===== config.mk =====
export PLATFORM = sky130hd
export DESIGN_NAME = pcm_stereo16_nearest_resampler
export DESIGN_NICKNAME = d
export VERILOG_FILES = /design/src/hdl/psnr_pkg.sv /design/src/hdl/psnr_ctrl.sv /design/src/hdl/psnr_dp.sv /design/src/hdl/pcm_stereo16_nearest_resampler.sv
export SDC_FILE = /design/constraint.sdc
export NUM_CORES = 1
export LEC_CHECK = 0
export ABC_AREA = 1
export BUFFER_PORTS_ARGS = -buffer_cell sky130_fd_sc_hd__buf_2
export CAP_MARGIN = 10
export CORE_MARGIN = 2
export CORE_UTILIZATION = 57
export DETAILED_ROUTE_END_ITERATION = 16
export PLACE_DENSITY = 0.81
export SLEW_MARGIN = 5
export SYNTH_ARGS = -nofsm -noshare
export SYNTH_HDL_FRONTEND = slang
export SYNTH_SLANG_ARGS = --single-unit

===== constraint.sdc =====
create_clock -name clk_i -period 3.6 [get_ports clk_i]
set_clock_uncertainty 0.1 [all_clocks]
set_input_delay 0.9 -clock clk_i [delete_from_list [all_inputs] [get_ports clk_i]]
set_output_delay 0.9 -clock clk_i [all_outputs]
set_load 0.02 [all_outputs]

===== src/hdl/psnr_pkg.sv =====
// Shared types and constants for the PCM-to-stereo16 nearest-neighbor resampler.
package psnr_pkg;

  localparam int unsigned TARGET_RATE_DEF = 44100;

  localparam int unsigned CFG_IDX_W  = 2;
  localparam int unsigned CFG_DATA_W = 18;
  localparam int unsigned PHASE_W    = 18;
  localparam int unsigned SAMPLE_W   = 16;

  localparam logic [PHASE_W-1:0] RATE_MIN   = 18'd1000;
  localparam logic [PHASE_W-1:0] RATE_MAX   = 18'd192000;
  localparam logic [PHASE_W-1:0] RATE_RESET = 18'd44100;

  localparam logic [1:0] CHANNELS_RESET     = 2'd2;
  localparam logic [1:0] SAMPLE_BYTES_RESET = 2'd2;

  // Format codes shared by both format registers
  localparam logic [1:0] FMT_ONE = 2'd1;
  localparam logic [1:0] FMT_TWO = 2'd2;

  typedef enum logic [1:0] {
    REG_CHANNELS     = 2'd0,
    REG_SAMPLE_BYTES = 2'd1,
    REG_SOURCE_RATE  = 2'd2
  } reg_idx_e;

  typedef enum logic {
    ST_IDLE = 1'b0,
    ST_EMIT = 1'b1
  } state_e;

  // Controller -> datapath
  typedef struct packed {
    logic accept;   // input byte transfer this cycle
    logic advance;  // output transfer this cycle
  } cmd_t;

  // Datapath -> controller
  typedef struct packed {
    logic frame_emit; // accepted byte completes a frame that yields output
    logic run_last;   // current output is the final one of its frame
  } sts_t;

endpackage


===== src/hdl/psnr_ctrl.sv =====
// Controller FSM: alternates between taking bytes and emitting a frame's outputs.
module psnr_ctrl (
  input  logic            clk_i,
  input  logic            rst_ni,
  input  logic            s_valid_i,
  output logic            s_ready_o,
  output logic            m_valid_o,
  input  logic            m_ready_i,
  input  psnr_pkg::sts_t  sts_i,
  output psnr_pkg::cmd_t  cmd_o
);
  import psnr_pkg::*;

  state_e state_q, state_d;

  always_ff @(posedge clk_i or negedge rst_ni) begin
    if (!rst_ni) begin
      state_q <= ST_IDLE;
    end else begin
      state_q <= state_d;
    end
  end

  always_comb begin
    state_d     = state_q;
    s_ready_o   = 1'b0;
    m_valid_o   = 1'b0;
    cmd_o       = '0;
    unique case (state_q)
      ST_IDLE: begin
        s_ready_o    = 1'b1;
        cmd_o.accept = s_valid_i;
        if (s_valid_i && sts_i.frame_emit) begin
          state_d = ST_EMIT;
        end
      end
      ST_EMIT: begin
        m_valid_o     = 1'b1;
        cmd_o.advance = m_ready_i;
        if (m_ready_i && sts_i.run_last) begin
          state_d = ST_IDLE;
        end
      end
      default: state_d = ST_IDLE;
    endcase
  end

endmodule


===== src/hdl/psnr_dp.sv =====
// Datapath: config registers, frame assembly, sample conversion and phase stepping.
module psnr_dp #(
  parameter int unsigned TARGET_RATE = psnr_pkg::TARGET_RATE_DEF
) (
  input  logic                               clk_i,
  input  logic                               rst_ni,
  input  logic                               cfg_we_i,
  input  logic [psnr_pkg::CFG_IDX_W-1:0]     cfg_idx_i,
  input  logic [psnr_pkg::CFG_DATA_W-1:0]    cfg_data_i,
  input  logic [7:0]                         in_byte_i,
  input  logic                               in_start_i,
  input  psnr_pkg::cmd_t                     cmd_i,
  output psnr_pkg::sts_t                     sts_o,
  output logic signed [psnr_pkg::SAMPLE_W-1:0] left_o,
  output logic signed [psnr_pkg::SAMPLE_W-1:0] right_o,
  output logic                               last_o
);
  import psnr_pkg::*;

  localparam logic [PHASE_W:0] TargetW = (PHASE_W+1)'(TARGET_RATE);

  logic [1:0]          chan_q, chan_d;
  logic [1:0]          sbytes_q, sbytes_d;
  logic [PHASE_W-1:0]  rate_q, rate_d;      // clamped source rate
  logic [1:0]          bidx_q, bidx_d;
  logic [7:0]          low_q, low_d;
  logic [SAMPLE_W-1:0] held_q, held_d;
  logic [PHASE_W-1:0]  phase_q, phase_d;
  logic [SAMPLE_W-1:0] outl_q, outl_d;
  logic [SAMPLE_W-1:0] outr_q, outr_d;

  logic                fmt_ok, mono, wide;
  logic [2:0]          frame_bytes;
  logic [1:0]          bidx_base, bidx_eff, bidx_inc, bidx_nxt;
  logic [1:0]          sample_no;
  logic [SAMPLE_W-1:0] sample;
  logic                sample_done, frame_done;
  logic [PHASE_W-1:0]  phase_base;
  logic                phase_low;
  logic [PHASE_W:0]    phase_sum;
  logic [PHASE_W:0]    base_minus;
  logic [PHASE_W:0]    sum_minus;

  always_ff @(posedge clk_i or negedge rst_ni) begin
    if (!rst_ni) begin
      chan_q   <= CHANNELS_RESET;
      sbytes_q <= SAMPLE_BYTES_RESET;
      rate_q   <= RATE_RESET;
      bidx_q   <= '0;
      low_q    <= '0;
      held_q   <= '0;
      phase_q  <= '0;
      outl_q   <= '0;
      outr_q   <= '0;
    end else begin
      chan_q   <= chan_d;
      sbytes_q <= sbytes_d;
      rate_q   <= rate_d;
      bidx_q   <= bidx_d;
      low_q    <= low_d;
      held_q   <= held_d;
      phase_q  <= phase_d;
      outl_q   <= outl_d;
      outr_q   <= outr_d;
    end
  end

  always_comb begin
    mono   = (chan_q == FMT_ONE);
    wide   = (sbytes_q == FMT_TWO);
    fmt_ok = (mono || chan_q == FMT_TWO) && (wide || sbytes_q == FMT_ONE);
    unique case ({mono, wide})
      2'b10:   frame_bytes = 3'd1;
      2'b01:   frame_bytes = 3'd4;
      default: frame_bytes = 3'd2;
    endcase

    bidx_base = in_start_i ? 2'd0 : bidx_q;
    bidx_eff  = ({1'b0, bidx_base} >= frame_bytes) ? 2'd0 : bidx_base;
    bidx_inc  = bidx_eff + 2'd1;
    bidx_nxt  = ({1'b0, bidx_inc} >= frame_bytes) ? 2'd0 : bidx_inc;

    if (!wide) begin
      sample      = {~in_byte_i[7], in_byte_i[6:0], 8'h00};
      sample_done = 1'b1;
      sample_no   = bidx_eff;
    end else begin
      sample      = {in_byte_i, low_q};
      sample_done = bidx_eff[0];
      sample_no   = {1'b0, bidx_eff[1]};
    end
    frame_done = sample_done && (mono || sample_no != 2'd0);

    phase_base = in_start_i ? '0 : phase_q;
    phase_low  = ({1'b0, phase_base} < TargetW);
    base_minus = {1'b0, phase_base} - TargetW;
    phase_sum  = {1'b0, phase_q} + {1'b0, rate_q};
    sum_minus  = phase_sum - TargetW;

    sts_o.frame_emit = fmt_ok && frame_done && phase_low;
    sts_o.run_last   = (phase_sum >= TargetW);

    chan_d   = chan_q;
    sbytes_d = sbytes_q;
    rate_d   = rate_q;
    bidx_d   = bidx_q;
    low_d    = low_q;
    held_d   = held_q;
    phase_d  = phase_q;
    outl_d   = outl_q;
    outr_d   = outr_q;

    if (cmd_i.accept) begin
      if (in_start_i) begin
        bidx_d  = '0;
        phase_d = '0;
      end
      if (fmt_ok) begin
        bidx_d = bidx_nxt;
        if (wide && !bidx_eff[0]) begin
          low_d = in_byte_i;
        end
        if (sample_done && !mono && sample_no == 2'd0) begin
          held_d = sample;
        end
        if (frame_done) begin
          if (phase_low) begin
            outl_d  = mono ? sample : held_q;
            outr_d  = sample;
            phase_d = phase_base;
          end else begin
            phase_d = base_minus[PHASE_W-1:0];
          end
        end
      end
    end else if (cmd_i.advance) begin
      phase_d = sts_o.run_last ? sum_minus[PHASE_W-1:0] : phase_sum[PHASE_W-1:0];
    end

    if (cfg_we_i) begin
      unique case (cfg_idx_i)
        REG_CHANNELS: begin
          chan_d = cfg_data_i[1:0];
          bidx_d = '0;
        end
        REG_SAMPLE_BYTES: begin
          sbytes_d = cfg_data_i[1:0];
          bidx_d   = '0;
        end
        REG_SOURCE_RATE: begin
          if (cfg_data_i < RATE_MIN) begin
            rate_d = RATE_MIN;
          end else if (cfg_data_i > RATE_MAX) begin
            rate_d = RATE_MAX;
          end else begin
            rate_d = cfg_data_i;
          end
        end
        default: ;
      endcase
    end
  end

  assign left_o  = outl_q;
  assign right_o = outr_q;
  assign last_o  = sts_o.run_last;

endmodule


===== src/hdl/pcm_stereo16_nearest_resampler.sv =====
// Top level of the PCM byte stream to stereo 16-bit nearest-neighbor resampler.
// Takes one raw PCM byte per transfer (mono/stereo, 8-bit unsigned or
// 16-bit LE signed, set by config registers 0 and 1) and emits signed
// 16-bit stereo pairs resampled from source_rate (register 2, clamped to
// 1000..192000) to TARGET_RATE by nearest-lower picking. tuser on the input
// restarts frame assembly and phase. A byte that does not finish a frame,
// or finishes one that yields nothing, is just its byte transfer. A frame
// that yields outputs takes the byte transfer, then one output transfer
// per cycle while the phase accumulator is below TARGET_RATE; tlast marks
// the final output of a frame. Input is not taken while outputs of a frame
// are pending. Output cycles stretch with downstream backpressure.
// Config must be written only while the block is idle; a format write
// restarts frame assembly but keeps the phase.
module pcm_stereo16_nearest_resampler #(
  parameter int unsigned TARGET_RATE = psnr_pkg::TARGET_RATE_DEF
) (
  input  logic                             clk_i,
  input  logic                             rst_ni,
  // config write port
  input  logic                             cfg_we_i,
  input  logic [psnr_pkg::CFG_IDX_W-1:0]   cfg_idx_i,
  input  logic [psnr_pkg::CFG_DATA_W-1:0]  cfg_data_i,
  // input byte stream
  input  logic                             s_axis_tvalid_i,
  output logic                             s_axis_tready_o,
  input  logic [7:0]                       s_axis_tdata_i,  // [7:0] data_byte
  input  logic                             s_axis_tuser_i,  // [0] buffer_start
  // stereo output stream
  output logic                             m_axis_tvalid_o,
  input  logic                             m_axis_tready_i,
  output logic [31:0]                      m_axis_tdata_o,  // [15:0] left, [31:16] right
  output logic                             m_axis_tlast_o   // last_of_run
);
  import psnr_pkg::*;

  cmd_t cmd;
  sts_t sts;
  logic signed [SAMPLE_W-1:0] left, right;

  psnr_ctrl u_ctrl (
    .clk_i     (clk_i),
    .rst_ni    (rst_ni),
    .s_valid_i (s_axis_tvalid_i),
    .s_ready_o (s_axis_tready_o),
    .m_valid_o (m_axis_tvalid_o),
    .m_ready_i (m_axis_tready_i),
    .sts_i     (sts),
    .cmd_o     (cmd)
  );

  psnr_dp #(
    .TARGET_RATE (TARGET_RATE)
  ) u_dp (
    .clk_i      (clk_i),
    .rst_ni     (rst_ni),
    .cfg_we_i   (cfg_we_i),
    .cfg_idx_i  (cfg_idx_i),
    .cfg_data_i (cfg_data_i),
    .in_byte_i  (s_axis_tdata_i),
    .in_start_i (s_axis_tuser_i),
    .cmd_i      (cmd),
    .sts_o      (sts),
    .left_o     (left),
    .right_o    (right),
    .last_o     (m_axis_tlast_o)
  );

  assign m_axis_tdata_o = {right, left};

`ifndef ASSERT_OFF
  // input and output are never open in the same cycle
  a_one_side: assert property (@(posedge clk_i) disable iff (!rst_ni)
    !(s_axis_tvalid_i && s_axis_tready_o && m_axis_tvalid_o))
    else $error("input accepted while outputs pending");

  // a frame's run ends on tlast
  a_run_end: assert property (@(posedge clk_i) disable iff (!rst_ni)
    (m_axis_tvalid_o && m_axis_tready_i && m_axis_tlast_o) |=> !m_axis_tvalid_o)
    else $error("output continued after tlast");

  // a run without tlast keeps emitting
  a_run_cont: assert property (@(posedge clk_i) disable iff (!rst_ni)
    (m_axis_tvalid_o && m_axis_tready_i && !m_axis_tlast_o) |=> m_axis_tvalid_o)
    else $error("output run ended without tlast");
`endif

endmodule

==> out/summary.txt, run 1 <==
arrival time worst endpoint - 2.59 ns
clock-pin slew on the worst setup and hold paths - 0.07 ns
endpoints failing setup - 0
CP Launch Type - register
CP Max Fanout - 4
gr usage total - 0.279
area grow syn2layout - 14.8%
# DRC - 0
n_diodes - 0
Syn Inst Count - 1,026
Post-layout nets - 1,164
Slew headroom - 0.465
area share of the largest cell type after synthesis - 0.325
post-layout util - 0.669
endpoints failing hold - 0
fin. max-slew vios - 0
root buffer cell - clkbuf_16
die area - 13,200 um2
Final period util - 0.997
footprint of the multi-input gates - 3970 um2
DR vias - 6,837
Pwr Density - 924 nW/um2
# rows - 40
worst hold path class - register to register
share of layout cells above drive strength 1 - 0.184
crit path kind - register to output port
Die W - 115 um
IO buf count - 68
Max Cap Violations - 0
most common cell after layout, fill and taps aside - nand2_1
overflow left after global routing - 0
Synth area leader - dfrtp_1
fillers - 1,037
Min-Delay Endpoint - u_dp.right_o[15]
status - finished, final reports clean
Slew @ Worst Pin - 0.802 ns
Peak VDD IR - 0.450 mV
Placer Congestion - 0.948
synth warn - 0
Starting Density - 0.583
worst reg2reg path startpoint - u_dp.chan_q[1]
initial antenna violation count - 0
initial drt markers - 617
area of the mapped netlist - 7000 um2
die height - 115 um
# clock sinks - 99
Setup TNS - 0 ns
top post-synthesis cells by area - dfrtp_1 (33%), nand2_1 (18%), inv_1 (6.7%), o21ai_0 (5.4%), ha_1 (5.2%)
r2r setup slk - 0.32 ns
CTS tree - built
clock network latency to the later pin of the worst-skew pair - 0.35 ns
Placement Cell Area - 7470 um2
fmax - 279 MHz
CTS max path bufs - 2
average routed wire per standard cell - 14.0 um
Yosys reg bits - 99
fin area - 8040 um2
Pre-antenna DRT Iters - 5
largest net degree at the start of global routing - 57
most frequent cells in the layout - nand2_1 (324), inv_1 (124), dfrtp_1 (91)
core region area - 12,000 um2
Lkg Pwr - 4.21 nW
Final min period - 3.59 ns
RSZ-0062 raised after global routing - yes
H-tree levels - 3
register area - 2490 um2
final antenna-violating net count - 0
part of the Yosys area used for sequential elements - 0.355
first-pass GRT wire length - 29,600 um
vias in the first global route - 6,260
Critical Path RT - 2.60 ns
syn_nets - 1,090
Vias/cell - 5.46
Routed WL - 17,500 um
TritonCTS buffer count - 9
worst r2r path cells - 13
# IOs - 69
Avg Synthesized Cell Area - 6.82 um2
hold_sp - u_dp.right_o[15]
Yosys cell types - 44
Crit. End Element - output port
Worst Hold Path Cells - 2
post-DP HPWL - 12,900 um
reg2reg end - u_dp.held_q[14]
==> kinds of logic after synthesis <==
| kind of cell | after synthesis | share of synthesized area |
|---|---|---|
| multiplexers | 1 | 0.00161 |
| AO/OA/AOI/OAI | 169 | 0.132 |
| adder cells (fa/ha/maj) | 30 | 0.0547 |
| flip-flops | 99 | 0.355 |
| AND/OR/NAND/NOR | 542 | 0.340 |
| buffers and inverters | 175 | 0.103 |
| XOR/XNOR | 10 | 0.0136 |
==> layout make-up <==
class | instances | share of cell area
repair buffers | 93 | 0.0684
clock buffers | 10 | 0.0297
multi-input cells | 752 | 0.494
clock inverters | 6 | 0.00732
flip-flops and latches | 99 | 0.310
inverters | 145 | 0.0684
well taps | 147 | 0.0229
==> sequential cells by signal, summed over array words and instances, names as in the netlist <==
| name | count |
|---|---|
| u_dp.phase_q | 18 |
| u_dp.rate_q | 18 |
| u_dp.held_q | 16 |
| u_dp.left_o | 16 |
| u_dp.right_o | 16 |
| u_dp.low_q | 8 |
| u_dp.bidx_q | 2 |
| u_dp.chan_q | 2 |
| u_dp.sbytes_q | 2 |
| u_ctrl.state_q | 1 |
==> cells in the mapped netlist (all sizes together) <==
library cell,number
nand2,350
nand3b,2
dfstp,8
clkbuf,17
a2bb2oi,5
nor3,8
fa,1
o32a,1
a31oi,8
nor2,79
ha,29
nand4,26
a21oi,50
nand3,71
buf,13
o31ai,3
dfrtp,91
o22ai,4
and2,3
xor2,8
o21ai,91
nor4,3
inv,140
o21a,1
a32o,4
xnor2,2
o21bai,2
clkinv,5
mux2,1
==> worst max path at each step <==
stage	from	endpoint	slack [ns]	cells after the start
after floorplan	u_dp.phase_q[0]	m_axis_tlast_o	0.36	13
after global placement	s_axis_tuser_i	u_dp.phase_q[2]	0.27	17
after detailed placement	s_axis_tuser_i	u_dp.held_q[10]	0.17	15
after CTS	u_dp.rate_q[0]	m_axis_tlast_o	0.004	14
after global routing	u_dp.rate_q[0]	m_axis_tlast_o	-0.12	15
final	u_dp.rate_q[0]	m_axis_tlast_o	0.01	15
==> critical path, cell delays in order, from the launching register on <==
cell and delay (ns):
dfrtp_1 0.41, ha_4 0.18, fa_2 0.42, nand2_1 0.10, nand2_1 0.10, nand3_2 0.10, nand2_1 0.09, nand2_1 0.07
nand2_1 0.10, nor2_4 0.12, nand3_2 0.11, nand2_2 0.10, nor2_2 0.05, nand3_2 0.08, nand3_4 0.07, buf_6 0.13
==> metal layers <==
metal  up-vias  wire (um)  GRT usage
met4         0        473     0.0827
met2       220       7770      0.428
met3        33       1110     0.0490
met1      3132       8180      0.409
li1       3452          -          -
met5         -          0          0
==> metrics by stage <==
stage	power, W	setup WS (ns)	hold slack [ns]	instances
after floorplan	0.00507	0.365	0.342	1026
after global placement	0.00594	0.267	0.356	1225
after detailed placement	0.00602	0.166	0.365	1225
after CTS	0.00720	0.00408	0.383	1250
after global routing	0.00815	-0.125	0.401	1252
final	0.00743	0.00982	0.375	1252
==> what timing repair did <==
item,in CTS,in global routing
setup buffers,9,2
pin swaps,12,8
hold buffers,0,0
endpoints found under the setup margin,1,21
endpoints found under the hold margin,0,0
resized for setup,15,25
==> power by group <==
group	total [W]	internal, W	switching (W)
clock	0.000950	0.000501	0.000449
combinational	0.00459	0.00167	0.00291
sequential	0.00189	0.00153	0.000356
total	0.00742	0.00371	0.00372
Note: power is estimated with default switching activity, not from simulation.
==> inputs of run 2 (changes only) <==
Settings changed: CTS_BUF_LIST set to sky130_fd_sc_hd__clkbuf_8.
==> out/summary.txt, run 2 (same netlist as run 1, synthesis figures left out) <==
status - finished with violations
failing checks - setup timing
gr usage total - 0.287
share of layout cells above drive strength 1 - 0.231
vias in the first global route - 6,502
initial antenna violation count - 0
Pwr Density - 943 nW/um2
CTS hold repair buffers - 0
wl on met1 - 8410 um
fillers - 965
# DRC - 0
fmax - 270 MHz
most frequent cells in the layout - nand2_1 (311), inv_1 (123), dfrtp_1 (88)
overflow left after global routing - 0
Critical-path top delay cell - fa_2
endpoints failing hold - 0
first-pass GRT wire length - 30,400 um
Slew @ Worst Pin - 0.788 ns
fin. max-slew vios - 0
Placement Cell Area - 7470 um2
Placer Congestion - 0.948
Worst Path Buf+Inv - 2
RSZ-0062 raised after global routing - yes
Post-Place Setup Slack - 0.166 ns
clock-pin slew on the worst setup and hold paths - 0.11 ns
H-tree levels - 3
CP delay by family, top - simple AND/OR/NAND/NOR gates
Slew headroom - 0.474
r2r setup slk - 0.06 ns
Pre-antenna DRT Iters - 7
Vias/cell - 5.60
Max Cap Violations - 0
CP Launch Type - register
final antenna-violating net count - 0
endpoints failing setup - 1
post-layout util - 0.696
Largest regs - u_dp.phase_q (18), u_dp.rate_q (18)
DR vias - 7,172
TritonCTS buffer count - 9
Starting Density - 0.583
CP Max Fanout - 4
Routed WL - 19,000 um
Final period util - 1.03
worst hold path class - register to register
DR WL met2 - 8490 um
Cell Chain, Critical Path - ha_4 -> fa_2 -> nand3_4 -> buf_6 -> nand3_2 -> nand3_2 -> nor2_2 -> nand2_2 -> nand2_4 -> nand3_4 -> nand2_4 -> nor2_4 -> nand3_2 -> nand3_4 -> buf_6
uppermost layer routed - met4
PnR worst setup slack - -0.0972 ns
average routed wire per standard cell - 14.8 um
root buffer cell - clkbuf_8
# IOs - 69
initial drt markers - 728
CTS tree - built
Post-layout nets - 1,192
# clock sinks - 99
Die W - 115 um
die height - 115 um
Lkg Pwr - 4.33 nW
Crit. End Element - output port
most common cell after layout, fill and taps aside - nand2_1
IO buf count - 68
# rows - 40
Peak VDD IR - 0.505 mV
total power - 0.00788 W
Min Hold Slack - 0.381 ns
fin area - 8360 um2
core region area - 12,000 um2
die area - 13,200 um2
area grow syn2layout - 19.4%
met3 WL - 1330 um
largest net degree at the start of global routing - 57
clock network latency to the later pin of the worst-skew pair - 0.39 ns
arrival time worst endpoint - 2.70 ns
post-DP HPWL - 12,900 um
slowest stage delay, CP - 0.44 ns
CTS max path bufs - 2
n_diodes - 0
Critical Path RT - 2.60 ns
crit path kind - register to output port
Final min period - 3.70 ns
[run 2: worst paths after layout]
path,endpoint,from,depth (start not counted)
worst max-delay path,m_axis_tlast_o,u_dp.phase_q[0],15
max in group asynchronous,u_dp.held_q[7],rst_ni,2
worst min-delay path,u_dp.right_o[15],u_dp.right_o[15],2
worst min register to register,u_dp.right_o[15],u_dp.right_o[15],2
min in group asynchronous,u_dp.phase_q[17],rst_ni,1
worst max register to register,u_dp.phase_q[5],u_dp.phase_q[0],24
[run 2: per-layer routing]
| metal | GRT usage | up-vias |
|---|---|---|
| li1 | - | 3518 |
| met1 | 0.407 | 3291 |
| met2 | 0.435 | 297 |
| met3 | 0.0554 | 66 |
| met4 | 0.116 | 0 |
| met5 | 0 | - |
[run 2: metrics by stage]
stage,setup TNS [ns],cells
3_5_place_dp,0,1225
4_1_cts,-0.0232,1268
5_1_grt,-0.197,1280
6_report,-0.0972,1280
2_1_floorplan,0,1026
3_3_place_gp,0,1225
[run 2: layout make-up]
type	count	area, um2	area share
flip-flops and latches	99	2490	0.298
well taps	147	184	0.0220
clock inverters	6	58.8	0.00704
clock buffers	10	138	0.0165
multi-input cells	752	4170	0.499
repair buffers	121	767	0.0918
inverters	145	551	0.0659
[run 2: worst reg2reg max path: stages, from the launching register on]
cell	delay, ns
dfrtp_1	0.43
ha_4	0.18
fa_2	0.44
nand2_2	0.11
nand2_2	0.08
nand3_2	0.11
nand3_2	0.12
buf_6	0.14
buf_4	0.13
buf_4	0.12
buf_4	0.12
buf_4	0.12
buf_4	0.12
buf_4	0.12
buf_4	0.12
buf_4	0.12
buf_4	0.12
buf_4	0.12
buf_4	0.13
o21ai_2	0.12
nand2_1	0.06
nand2_1	0.06
nand2_1	0.05
nand2_1	0.07
a21oi_2	0.05
[run 2: report_power, final]
group	switching [W]	internal, W	total [W]
logic	0.00322	0.00204	0.00526
registers	0.000383	0.00153	0.00192
clock network	0.000426	0.000283	0.000709
[run 2: what timing repair did]
action | CTS | global route
pin swaps | 21 | 33
buffers inserted | 27 | 13
resized for setup | 28 | 61
setup endpoints to repair | 1 | 25
